`src/hw/rtl/firq_pkg.sv`:
```
// ----------------------------------------------------------------------------
// firq_pkg
// types and constants shared by the fixed-point fir filter
// ----------------------------------------------------------------------------
package firq_pkg;

    localparam int SAMPLE_W       = 16;
    localparam int COEF_W         = 16;
    localparam int ACC_W          = 32;
    localparam int NUM_COEF       = 16;
    localparam int NUM_COEF_WORDS = 4;
    localparam int COEF_WORD_W    = 64;
    localparam int TAP_COUNT_W    = 5;
    localparam int CFG_INDEX_W    = 3;
    localparam int OUT_SHIFT      = 16;

    typedef logic signed [SAMPLE_W-1:0]                     sample_t;
    typedef logic signed [COEF_W-1:0]                       coef_t;
    typedef logic [ACC_W-1:0]                               acc_t;
    typedef logic [TAP_COUNT_W-1:0]                         tap_count_t;
    typedef logic [CFG_INDEX_W-1:0]                         cfg_index_t;
    typedef logic [COEF_WORD_W-1:0]                         coef_word_t;
    typedef logic [NUM_COEF_WORDS-1:0][COEF_WORD_W-1:0]     coef_bank_t;

    localparam acc_t       ROUND_ADD       = 32'h0000_8000;
    localparam tap_count_t TAP_COUNT_RESET = 5'd1;

    localparam cfg_index_t REG_TAP_COUNT = 3'd0;
    localparam cfg_index_t REG_COEF_0    = 3'd1;
    localparam cfg_index_t REG_COEF_1    = 3'd2;
    localparam cfg_index_t REG_COEF_2    = 3'd3;
    localparam cfg_index_t REG_COEF_3    = 3'd4;

    typedef struct packed {
        logic valid;
        logic last;
    } tag_t;

    typedef struct packed {
        logic en;
        logic shift;
        logic clear;
    } cell_ctrl_t;

    function automatic coef_t coef_pick(coef_bank_t bank, logic [3:0] k);
        coef_word_t word;
        word = bank[k[3:2]];
        return word[k[1:0]*COEF_W +: COEF_W];
    endfunction

endpackage

```
`src/hw/rtl/firq_cell.sv`:
```
// ----------------------------------------------------------------------------
// firq_cell
// one delay line cell: holds a sample, passes it on, registers its product
// ----------------------------------------------------------------------------
module firq_cell (
    input  logic                 clk,
    input  logic                 rst_n,
    input  firq_pkg::cell_ctrl_t ctrl,
    input  firq_pkg::sample_t    sample_prev,
    input  firq_pkg::coef_t      coef,
    output firq_pkg::sample_t    sample,
    output firq_pkg::acc_t       product
);
    import firq_pkg::*;

    sample_t sample_reg;
    acc_t    product_reg;
    logic signed [ACC_W-1:0] product_next;

    assign product_next = ACC_W'(coef) * ACC_W'(sample_prev);

    always_ff @(posedge clk or negedge rst_n)
    begin
        if (!rst_n)
        begin
            sample_reg <= '0;
        end
        else if (ctrl.shift)
        begin
            sample_reg <= ctrl.clear ? '0 : sample_prev;
        end
    end

    always_ff @(posedge clk)
    begin
        if (ctrl.en)
        begin
            product_reg <= acc_t'(product_next);
        end
    end

    assign sample  = sample_reg;
    assign product = product_reg;

endmodule

```
`config.mk`:
```
export PLATFORM = sky130hd
export DESIGN_NAME = firq_cell
export DESIGN_NICKNAME = d
export VERILOG_FILES = /design/src/hw/rtl/firq_pkg.sv /design/src/hw/rtl/firq_cell.sv
export SDC_FILE = /design/constraint.sdc
export NUM_CORES = 1
export LEC_CHECK = 0
export BUFFER_PORTS_ARGS = -buffer_cell sky130_fd_sc_hd__buf_2
export CAP_MARGIN = 20
export CORE_UTILIZATION = 40
export DETAILED_ROUTE_END_ITERATION = 10
export PLACE_DENSITY = 0.62
export SLEW_MARGIN = 20
export SYNTH_ARGS = -nofsm -noshare
export SYNTH_HDL_FRONTEND = slang
export SYNTH_SLANG_ARGS = --single-unit
```
`constraint.sdc`:
```
create_clock -name clk -period 0.8 [get_ports clk]
set_input_delay 0.24 -clock clk [delete_from_list [all_inputs] [get_ports clk]]
set_output_delay 0.24 -clock clk [all_outputs]
set_load 0.005 [all_outputs]
```
==> qor.yml <==
ys_top_cells_by_count: "307 x inv_1, 262 x fa_1, 130 x nand2_1, 122 x and2_1, 82 x ha_1"
worst_path_largest_cell_delay_ns: 0.54
antenna_found_initial: 0
cts.clk_slew.worst_paths_ns: 0.09
syn_nets: 1581
num-nets-final: 1844
fmax_mhz: 191
cts_buffer_depth: 2
synth.avg_cell_area_um2: 9.66
vias: 8956
rows: 61
largest_reg_flops: 32
hold_viol: 0
detail_route.wl_per_cell_um: 16.5
grt_pass1_vias: 10200
crit_required_ns: 0.87
grt_max_degree: 33
worst_setup_path_start_kind: "input port"
grt_first_pass_wirelength_mm: 50.6
status: "finished with violations"
tns_ns: -122.91
root_buffer: "clkbuf_16"
criticalPathCategory: "in -> reg"
synth_top_area_cell: "fa_1"
r2r_start: "sample[10]$_DFFE_PN0P_"
ys_seq_area_frac: 0.117
ys.flop_type: "edfxtp_1"
grt_usage: 0.225
worstPathMaxFanout: 5
synth_edf_count: 32
drtIter0Drc: 398
dr.pass1.iters: 5
min_period_over_period: 6.56
drc_errors: 0
ys_async_sr_fraction: 0.333
die_area_um2: 29700
portBuffers: 84
end_kind: "register"
failed_checks: "setup timing"
grt_setup_unrepaired: "yes"
crit_start: "sample_prev[3]"
max_cap_viol_count: 0
critPathTopFamily: "adder cells"
wl_mm: 30.4
crit_buf_inv: 8
die_x_um: 172
synth.cell_area_um2: 11600
pin_count: 85
insertedDiodeCount: 0
synth_most_common_cell: "inv_1"
clock_sinks: 48
clk_latency_ns: 0.31
slew_viol_final: 0
tightest_slew_ns: 0.481
hold_class: "in -> reg"
final-setup-viol-count: 81
synth_cell_types: 55
setup_slack_ns: -4.44
start_util: 0.412
netlist.area_leader.share: 0.453
coreArea_um2: 28200
cp_slowest_cell: "fa_2"
gp_congestion: 0.865
cts_buffers: 5
layout_min_cycle_time_ns: 5.24
cts_tree: "done"
hp-start: "sample_prev[13]"
die-height_um: 172
max-slew-margin-rel: 0.680
cp_cell_sequence: "buf_12 > buf_4 > and2_1 > fa_1 > inv_1 > fa_2 > fa_2 > inv_2 > fa_2 > fa_1 > inv_1 > fa_1 > inv_1 > ha_4 > nand2_1 > buf_4 > nor3_1 > a221oi_2 > buf_4 > o31ai_4 > nand3_1 > a31oi_2 > a211oi_2"
hpwl_mm: 24.8
finalClockSkew_ns: 0
place_ws_ns: -5.01
synthCells: 1200
arrival_ns: 5.32
detail-route-antenna-nets: 0
r2r_setup_slack_ns: -0.03
areaGrowthSynthToFinish_pct: 36.0
ys_ff_latch: 48
yosys_warnings: 0
grt.overflow.total: 0
ys_top_cells_by_area: "fa_1 45%, inv_1 9.9%, ha_1 8.9%"
drive_above_1_share: 0.356
htreeDepth: 2
via_per_inst: 4.86
-- placed cells by master, fill, tap and decap left out, drive strengths merged, types with 2 or more instances in the layout --
master    n
inv     308
buf     295
fa      262
nand2   130
and2    122
ha       82
edfxtp   32
o21ai    32
xnor2    28
nor2     25
a21oi    24
nand3b   16
dfrtp    16
nand3     8
a21o      7
clkbuf    7
nor3      7
xor2      6
a211oi    6
a31oi     6
nand2b    5
nand4     4
o21bai    4
o21a      3
nor2b     3
a211o     2
bufinv    2
a221oi    2
o211ai    2
and3      2
o31ai     2
-- cells by family (layout without fill, tap and decap cells) --
kind of cell               after synthesis  count (layout)  share of synthesized area
buffers and inverters                  350             614                      0.116
adders and majority gates              344             344                      0.541
and+or+nand+nor                        326             326                      0.145
AOI/OAI and AO/OA                       97              97                     0.0544
DFF                                     48              48                      0.117
xor gates and xnor gates                34              34                     0.0257
muxes                                    1               1                   0.000864
-- metrics by stage --
| stage | util | instance area, um2 | hold slack [ns] | cells |
|---|---|---|---|---|
| 3_5_place_dp | 0.506 | 14300 | 0.183 | 1795 |
| 6_report | 0.560 | 15800 | 0.260 | 1842 |
| 5_1_grt | 0.560 | 15800 | 0.312 | 1842 |
| 2_1_floorplan | - | 12400 | -0.0556 | 1200 |
| 3_3_place_gp | 0.506 | 14300 | 0.169 | 1795 |
| 4_1_cts | 0.546 | 15400 | 0.258 | 1828 |
-- tightest hold or removal path: stages --
cell and delay, ns:
buf_4 0.15, nand3b_1 0.09, o21ai_0 0.07
-- area by class of cell --
type / count / area, um2
Tap cell: 378 / 473
Inverter: 307 / 1150
Multi-Input combinational cell: 802 / 10000
Sequential cell: 48 / 1360
Clock buffer: 5 / 125
Fill cell: 2433 / 12400
Timing Repair Buffer: 299 / 2560
Clock inverter: 3 / 68.8
-- routing by layer --
metal / GRT usage / vias to the layer above / wire length [um]
met3: 0.0254 / 54 / 1200
met2: 0.430 / 195 / 16900
li1: - / 4083 / -
met5: 0 / - / 0
met1: 0.257 / 4624 / 11400
met4: 0.0793 / 0 / 898
-- final timing paths --
kind / endpoint / depth (start not counted)
max in group asynchronous: sample[2]$_DFFE_PN0P_ / 2
worst min register to register: sample[8]$_DFFE_PN0P_ / 2
min in group asynchronous: sample[13]$_DFFE_PN0P_ / 2
worst min-delay path: sample[13]$_DFFE_PN0P_ / 3
worst max register to register: sample[10]$_DFFE_PN0P_ / 4
worst max-delay path: product[30]$_DFFE_PP_ / 23
-- timing repair --
item                                   4_1_cts  5_1_grt
endpoints found under the hold margin       16        0
pin swaps                                   64       52
setup endpoints to repair                   80       81
gates resized for setup                    183       73
hold buffers                                 1        0
gates cloned                                 1        1
setup buffers                               25       17
Power is left out: the tool's default activity adds up to more than one toggle a clock period on the data nets, which glitch-free logic cannot reach.
