===== src/hw/rtl/firq_pkg.sv =====
// ----------------------------------------------------------------------------
// firq_pkg
// types and constants shared by the fixed-point fir filter
// ----------------------------------------------------------------------------
package firq_pkg;

    localparam int SAMPLE_W       = 16;
    localparam int COEF_W         = 16;
    localparam int ACC_W          = 32;
    localparam int NUM_COEF       = 16;
    localparam int NUM_COEF_WORDS = 4;
    localparam int COEF_WORD_W    = 64;
    localparam int TAP_COUNT_W    = 5;
    localparam int CFG_INDEX_W    = 3;
    localparam int OUT_SHIFT      = 16;

    typedef logic signed [SAMPLE_W-1:0]                     sample_t;
    typedef logic signed [COEF_W-1:0]                       coef_t;
    typedef logic [ACC_W-1:0]                               acc_t;
    typedef logic [TAP_COUNT_W-1:0]                         tap_count_t;
    typedef logic [CFG_INDEX_W-1:0]                         cfg_index_t;
    typedef logic [COEF_WORD_W-1:0]                         coef_word_t;
    typedef logic [NUM_COEF_WORDS-1:0][COEF_WORD_W-1:0]     coef_bank_t;

    localparam acc_t       ROUND_ADD       = 32'h0000_8000;
    localparam tap_count_t TAP_COUNT_RESET = 5'd1;

    localparam cfg_index_t REG_TAP_COUNT = 3'd0;
    localparam cfg_index_t REG_COEF_0    = 3'd1;
    localparam cfg_index_t REG_COEF_1    = 3'd2;
    localparam cfg_index_t REG_COEF_2    = 3'd3;
    localparam cfg_index_t REG_COEF_3    = 3'd4;

    typedef struct packed {
        logic valid;
        logic last;
    } tag_t;

    typedef struct packed {
        logic en;
        logic shift;
        logic clear;
    } cell_ctrl_t;

    function automatic coef_t coef_pick(coef_bank_t bank, logic [3:0] k);
        coef_word_t word;
        word = bank[k[3:2]];
        return word[k[1:0]*COEF_W +: COEF_W];
    endfunction

endpackage


===== src/hw/rtl/firq_adder_tree.sv =====
// ----------------------------------------------------------------------------
// firq_adder_tree
// binary adder tree over the cell products, with a register at each level
// ----------------------------------------------------------------------------
module firq_adder_tree #(
    parameter int N = 16
) (
    input  logic                            clk,
    input  logic                            rst_n,
    input  logic                            en,
    input  logic [N-1:0][firq_pkg::ACC_W-1:0] leaves,
    input  firq_pkg::tag_t                  tag_in,
    output firq_pkg::acc_t                  sum,
    output firq_pkg::tag_t                  tag_out
);
    import firq_pkg::*;

    localparam int L = $clog2(N);
    localparam int P = 1 << L;

    generate
        if (L == 0)
        begin : g_flat
            assign sum     = leaves[0];
            assign tag_out = tag_in;
        end
        else
        begin : g_tree
            acc_t leaf     [0:P-1];
            acc_t node_reg [1:P-1];
            tag_t tag_reg  [1:L];

            for (genvar i = 0; i < P; i++)
            begin : g_leaf
                if (i < N)
                begin : g_used
                    assign leaf[i] = leaves[i];
                end
                else
                begin : g_pad
                    assign leaf[i] = '0;
                end
            end

            for (genvar i = 1; i < P; i++)
            begin : g_node
                acc_t left;
                acc_t right;
                if (2 * i >= P)
                begin : g_from_leaf
                    assign left  = leaf[2*i-P];
                    assign right = leaf[2*i+1-P];
                end
                else
                begin : g_from_node
                    assign left  = node_reg[2*i];
                    assign right = node_reg[2*i+1];
                end

                always_ff @(posedge clk)
                begin
                    if (en)
                    begin
                        node_reg[i] <= left + right;
                    end
                end
            end

            always_ff @(posedge clk or negedge rst_n)
            begin
                if (!rst_n)
                begin
                    for (int l = 1; l <= L; l++)
                    begin
                        tag_reg[l] <= '0;
                    end
                end
                else if (en)
                begin
                    tag_reg[1] <= tag_in;
                    for (int l = 2; l <= L; l++)
                    begin
                        tag_reg[l] <= tag_reg[l-1];
                    end
                end
            end

            assign sum     = node_reg[1];
            assign tag_out = tag_reg[L];
        end
    endgenerate

endmodule


===== config.mk =====
export PLATFORM = sky130hd
export DESIGN_NAME = firq_adder_tree
export DESIGN_NICKNAME = d
export VERILOG_FILES = /design/src/hw/rtl/firq_pkg.sv /design/src/hw/rtl/firq_adder_tree.sv
export SDC_FILE = /design/constraint.sdc
export NUM_CORES = 1
export LEC_CHECK = 0
export BUFFER_PORTS_ARGS = -buffer_cell sky130_fd_sc_hd__buf_2
export CAP_MARGIN = 40
export CORE_AREA = 2 2 346 279
export CTS_CLUSTER_DIAMETER = 60
export DETAILED_ROUTE_END_ITERATION = 7
export DIE_AREA = 0 0 348 281
export PLACE_DENSITY = 0.7
export SLEW_MARGIN = 0
export SYNTH_ARGS = -nofsm -noshare
export SYNTH_HDL_FRONTEND = slang
export SYNTH_SLANG_ARGS = --single-unit

===== constraint.sdc =====
create_clock -name clk -period 7.8 [get_ports clk]
set_input_delay 0.78 -clock clk [delete_from_list [all_inputs] [get_ports clk]]
set_output_delay 0.78 -clock clk [all_outputs]
set_load 0.005 [all_outputs]

==> out/qor.txt <==
Violation count after the first detailed-routing iteration: 2,557
Hold wc startpoint: tag_in[1]
Sequential share of the synthesized area: 39.02%
Largest net degree at the start of global routing: 168
Number of rows created at floorplan: 101
Worst Path Class, Setup: primary input to flip-flop
Horizontal extent of the die: 348 µm
Total buffers and inverters traversed by the critical path: 1
Max Clock Freq: 0.2447 GHz
Standby leakage power: 19.00 nW
Post-synth top area share: 38.48%
Worst endpoint data arrival time: 4.43 ns
Classification of the worst-slack hold path: primary input to flip-flop
Cell depth of the worst min-delay path: 2
# fillers: 8,794
Met2 Resource Use GR: 32.47%
Status: completed
Effective utilization at floorplan: 39.68%
Count of pins on the block boundary: 551
Post-DRT Antenna Nets: 0
Worst slew margin relative to its limit: 26.23%
Clock root buffer: clkbuf_16
Post-route fraction of the period consumed by the critical path: 52.39%
Yosys top cell by area: edfxtp_1
Remaining routing DRC violations: 0
Number of global-route vias before repair: 28,950
Total congestion overflow after global routing: 0
CP max stage cell: a21oi_1
Maximum net fanout on the critical path: 5
Global-route wire length before repair: 157.9 mm
Number of enable flip-flop cells after synthesis: 480
CTS tree: yes
Dpl ws: 3.202 ns
Core Region: 0.09440 mm²
Fraction of final layout cells sized beyond drive strength 1: 16.17%
Ys Warns: 0
Pwr per Cell Area: 324.7 mW/mm²
Mapped Cells: 3,645
Quantity of gates resized following cts: 0
GRT met3 Usage: 2.422%
Final WS setup: 3.714 ns
Flip-flop count of the largest register, all copies and words added: 480
R2r startpoint: g_tree.node_reg[0][448]
Die outline height: 281 µm
Category of the worst setup path capture point: flip-flop
Leading cell type in the layout, fill and taps excluded: buf_2
Pin slew with the least headroom to its limit: 1.106 ns
Fin crit period: 4.086 ns
Peak per-stage delay on the critical path: 0.65 ns
Fin cells: 5,487
Net count of the finished layout: 5,196
Post-Syn Area: 0.03745 mm²
Max VDD drop: 0.1901 mV
Highest-count cells in the layout ignoring fill and taps: buf_2 (550), edfxtp_1 (480), ha_1 (465)
Layer with the highest usage: met2
Main area contributors after synthesis: edfxtp_1 (38%), ha_1 (16%), xnor2_1 (6.9%)
Endpoint of the worst register-to-register path: g_tree.node_reg[0][254]
TNS Setup: 0 ns
Number of detailed-routing iterations run before antenna repair: 6
Total global-route track usage: 20.24%
Syn nets: 4,642
Mean number of vias per cell: 5.521
Area growth from synthesis to final layout: 16.57%
Clock skew after layout: 0.03277 ns
Number of antenna violations at the first check in global routing: 8
Top Family by Delay on Critical Path: compound AO/OA/AOI/OAI gates
Final HPWL DP: 83.46 mm
Cell occurring most often along the worst timing path: a21oi_1
Final Max Slew Viols: 0
Max Root-Sink Buffers: 3
Worst Hold Endpoint: g_tree.tag_reg[7]
Required time reported for the critical path endpoint: 8.15 ns
H-Tree Level Count: 2
Routed via count: 30,300
Crit start category: primary input
Number of distinct standard cells referenced by the synthesized netlist: 78
GP Congestion: 0.9274
Die outline area: 0.09779 mm²
Synthesis-stage register bit count: 488
CTS clock-pin slew for the worst setup and hold paths: 0.06 ns
TritonCTS Buffers: 59
Number of hold violations in the final report: 0
Number of maximum-capacitance violations: 0
Worst r2r path cells: 11
Placed cell count: 5,373
Sinks on the clock net: 488
RSZ-0062 raised after global routing: false
Critical Path, Cell by Cell: buf_2, ha_1, fa_1, a21oi_1, o21ai_0, a21oi_1, a21oi_1, a31oi_1, o31a_1, o311ai_0, a221oi_1, xnor2_1
Synthesized area divided by synthesized cell count: 10.28 µm²
Post-CTS Setup Repair Bufs: 0
Number of input and output port buffers inserted: 550
Total of endpoints with negative setup slack in the final report: 0
Routing usage on met1: 29.59%
Post-synthesis async set-or-reset flop share: 1.639%
Number of hold buffers added after CTS: 1
Minimum setup slack among reg-to-reg paths: 4.03 ns
Wirelength, routed: 102.3 mm
Source-to-sink clock delay at the later pin of the worst-skew pair: 0.62 ns
Dominant synthesized flop cell: edfxtp_1
Routed wirelength normalized by instance count: 18.65 µm
[power breakdown]
| part | switching [mW] | internal [mW] | total [mW] |
|---|---|---|---|
| Sequential | 0.379 | 4.14 | 4.52 |
| Clock | 1.14 | 1.75 | 2.89 |
| Combinational | 3.92 | 2.84 | 6.76 |
| Total | 5.44 | 8.73 | 14.2 |
[Yosys cell counts, types with 10 or more instances]
master / count
nand2_1: 214
o21ai_0: 192
edfxtp_1: 480
a31oi_1: 56
nor2b_1: 53
nand2b_1: 39
and2_1: 18
and3_1: 49
a221o_1: 11
o31a_1: 12
clkbuf_1: 59
a21oi_1: 396
ha_1: 465
a211oi_1: 29
a41oi_1: 13
o211ai_1: 26
nor3_1: 40
o21bai_1: 62
and4_1: 27
xnor2_1: 295
o31ai_1: 25
a221oi_1: 10
nand3_1: 95
fa_1: 15
o21a_1: 45
inv_1: 79
a2111oi_0: 10
a21o_1: 263
nand4_1: 38
xor2_1: 153
nor2_1: 214
[final cells by class]
| cell class | count | area [µm²] | area share [%] |
|---|---|---|---|
| clock buffer | 65 | 1520 | 3.482 |
| antenna | 2 | 5.005 | 0.01146 |
| sequential | 488 | 14610 | 33.47 |
| tap | 1236 | 1546 | 3.542 |
| inverter | 79 | 296.5 | 0.6792 |
| clock inverter | 46 | 549.3 | 1.258 |
| multi-input combinational | 3015 | 22300 | 51.07 |
| timing repair buffer | 556 | 2833 | 6.488 |
[logic make-up (layout without fill, tap and decap cells)]
kind of cell             count (synthesis)  count (layout)  synth area share [%]
multiplexers                            12              12                0.3474
buffers and inverters                  142             746                 1.456
flip-flops                             488             488                 39.02
other                                    0               2                     0
AND/OR/NAND/NOR                        822             822                 10.68
adder cells (fa/ha/maj)                480             480                 16.34
AO/OA/AOI/OAI                         1253            1253                 21.68
XOR/XNOR                               448             448                 10.48
[layer usage]
layer / up-vias / routed length [µm]
met5: - / 13
met1: 14300 / 49870
li1: 15040 / -
met4: 2 / 1457
met3: 103 / 5402
met2: 857 / 45570
[worst max path at each step]
stage	startpoint	endpoint	slack, ns	depth (start not counted)
after detailed placement	leaves[384]	g_tree.node_reg[0][476]	3.20	12
final	leaves[384]	g_tree.node_reg[0][476]	3.71	12
after CTS	leaves[384]	g_tree.node_reg[0][476]	3.84	12
after global routing	leaves[384]	g_tree.node_reg[0][476]	3.67	12
after floorplan	leaves[448]	g_tree.node_reg[0][508]	4.27	11
after global placement	leaves[384]	g_tree.node_reg[0][477]	3.13	11
[stage by stage]
step / area [µm²] / hold slack (ns) / utilization [%] / power [mW]
global placement: 41570 / 0.4844 / 44.04 / 11.23
finish: 43660 / 0.4169 / 46.25 / 14.18
CTS: 43650 / 0.3742 / 46.24 / 14.27
detailed placement: 41570 / 0.4912 / 44.04 / 11.31
floorplan: 37450 / 0.4750 / - / 9.274
global route: 43650 / 0.3920 / 46.24 / 15.22
[worst register-to-register path: stages, from the launching register on]
cell and delay (ns):
edfxtp_1 0.37, ha_1 0.25, fa_1 0.41, a21oi_1 0.20, o21ai_0 0.15, a2111oi_0 0.45, a21oi_1 0.16, a31o_2 0.31
a221o_1 0.37, a31oi_1 0.45, o211ai_1 0.20, xor2_1 0.17
No activity file was read; power rests on OpenSTA's default activity.
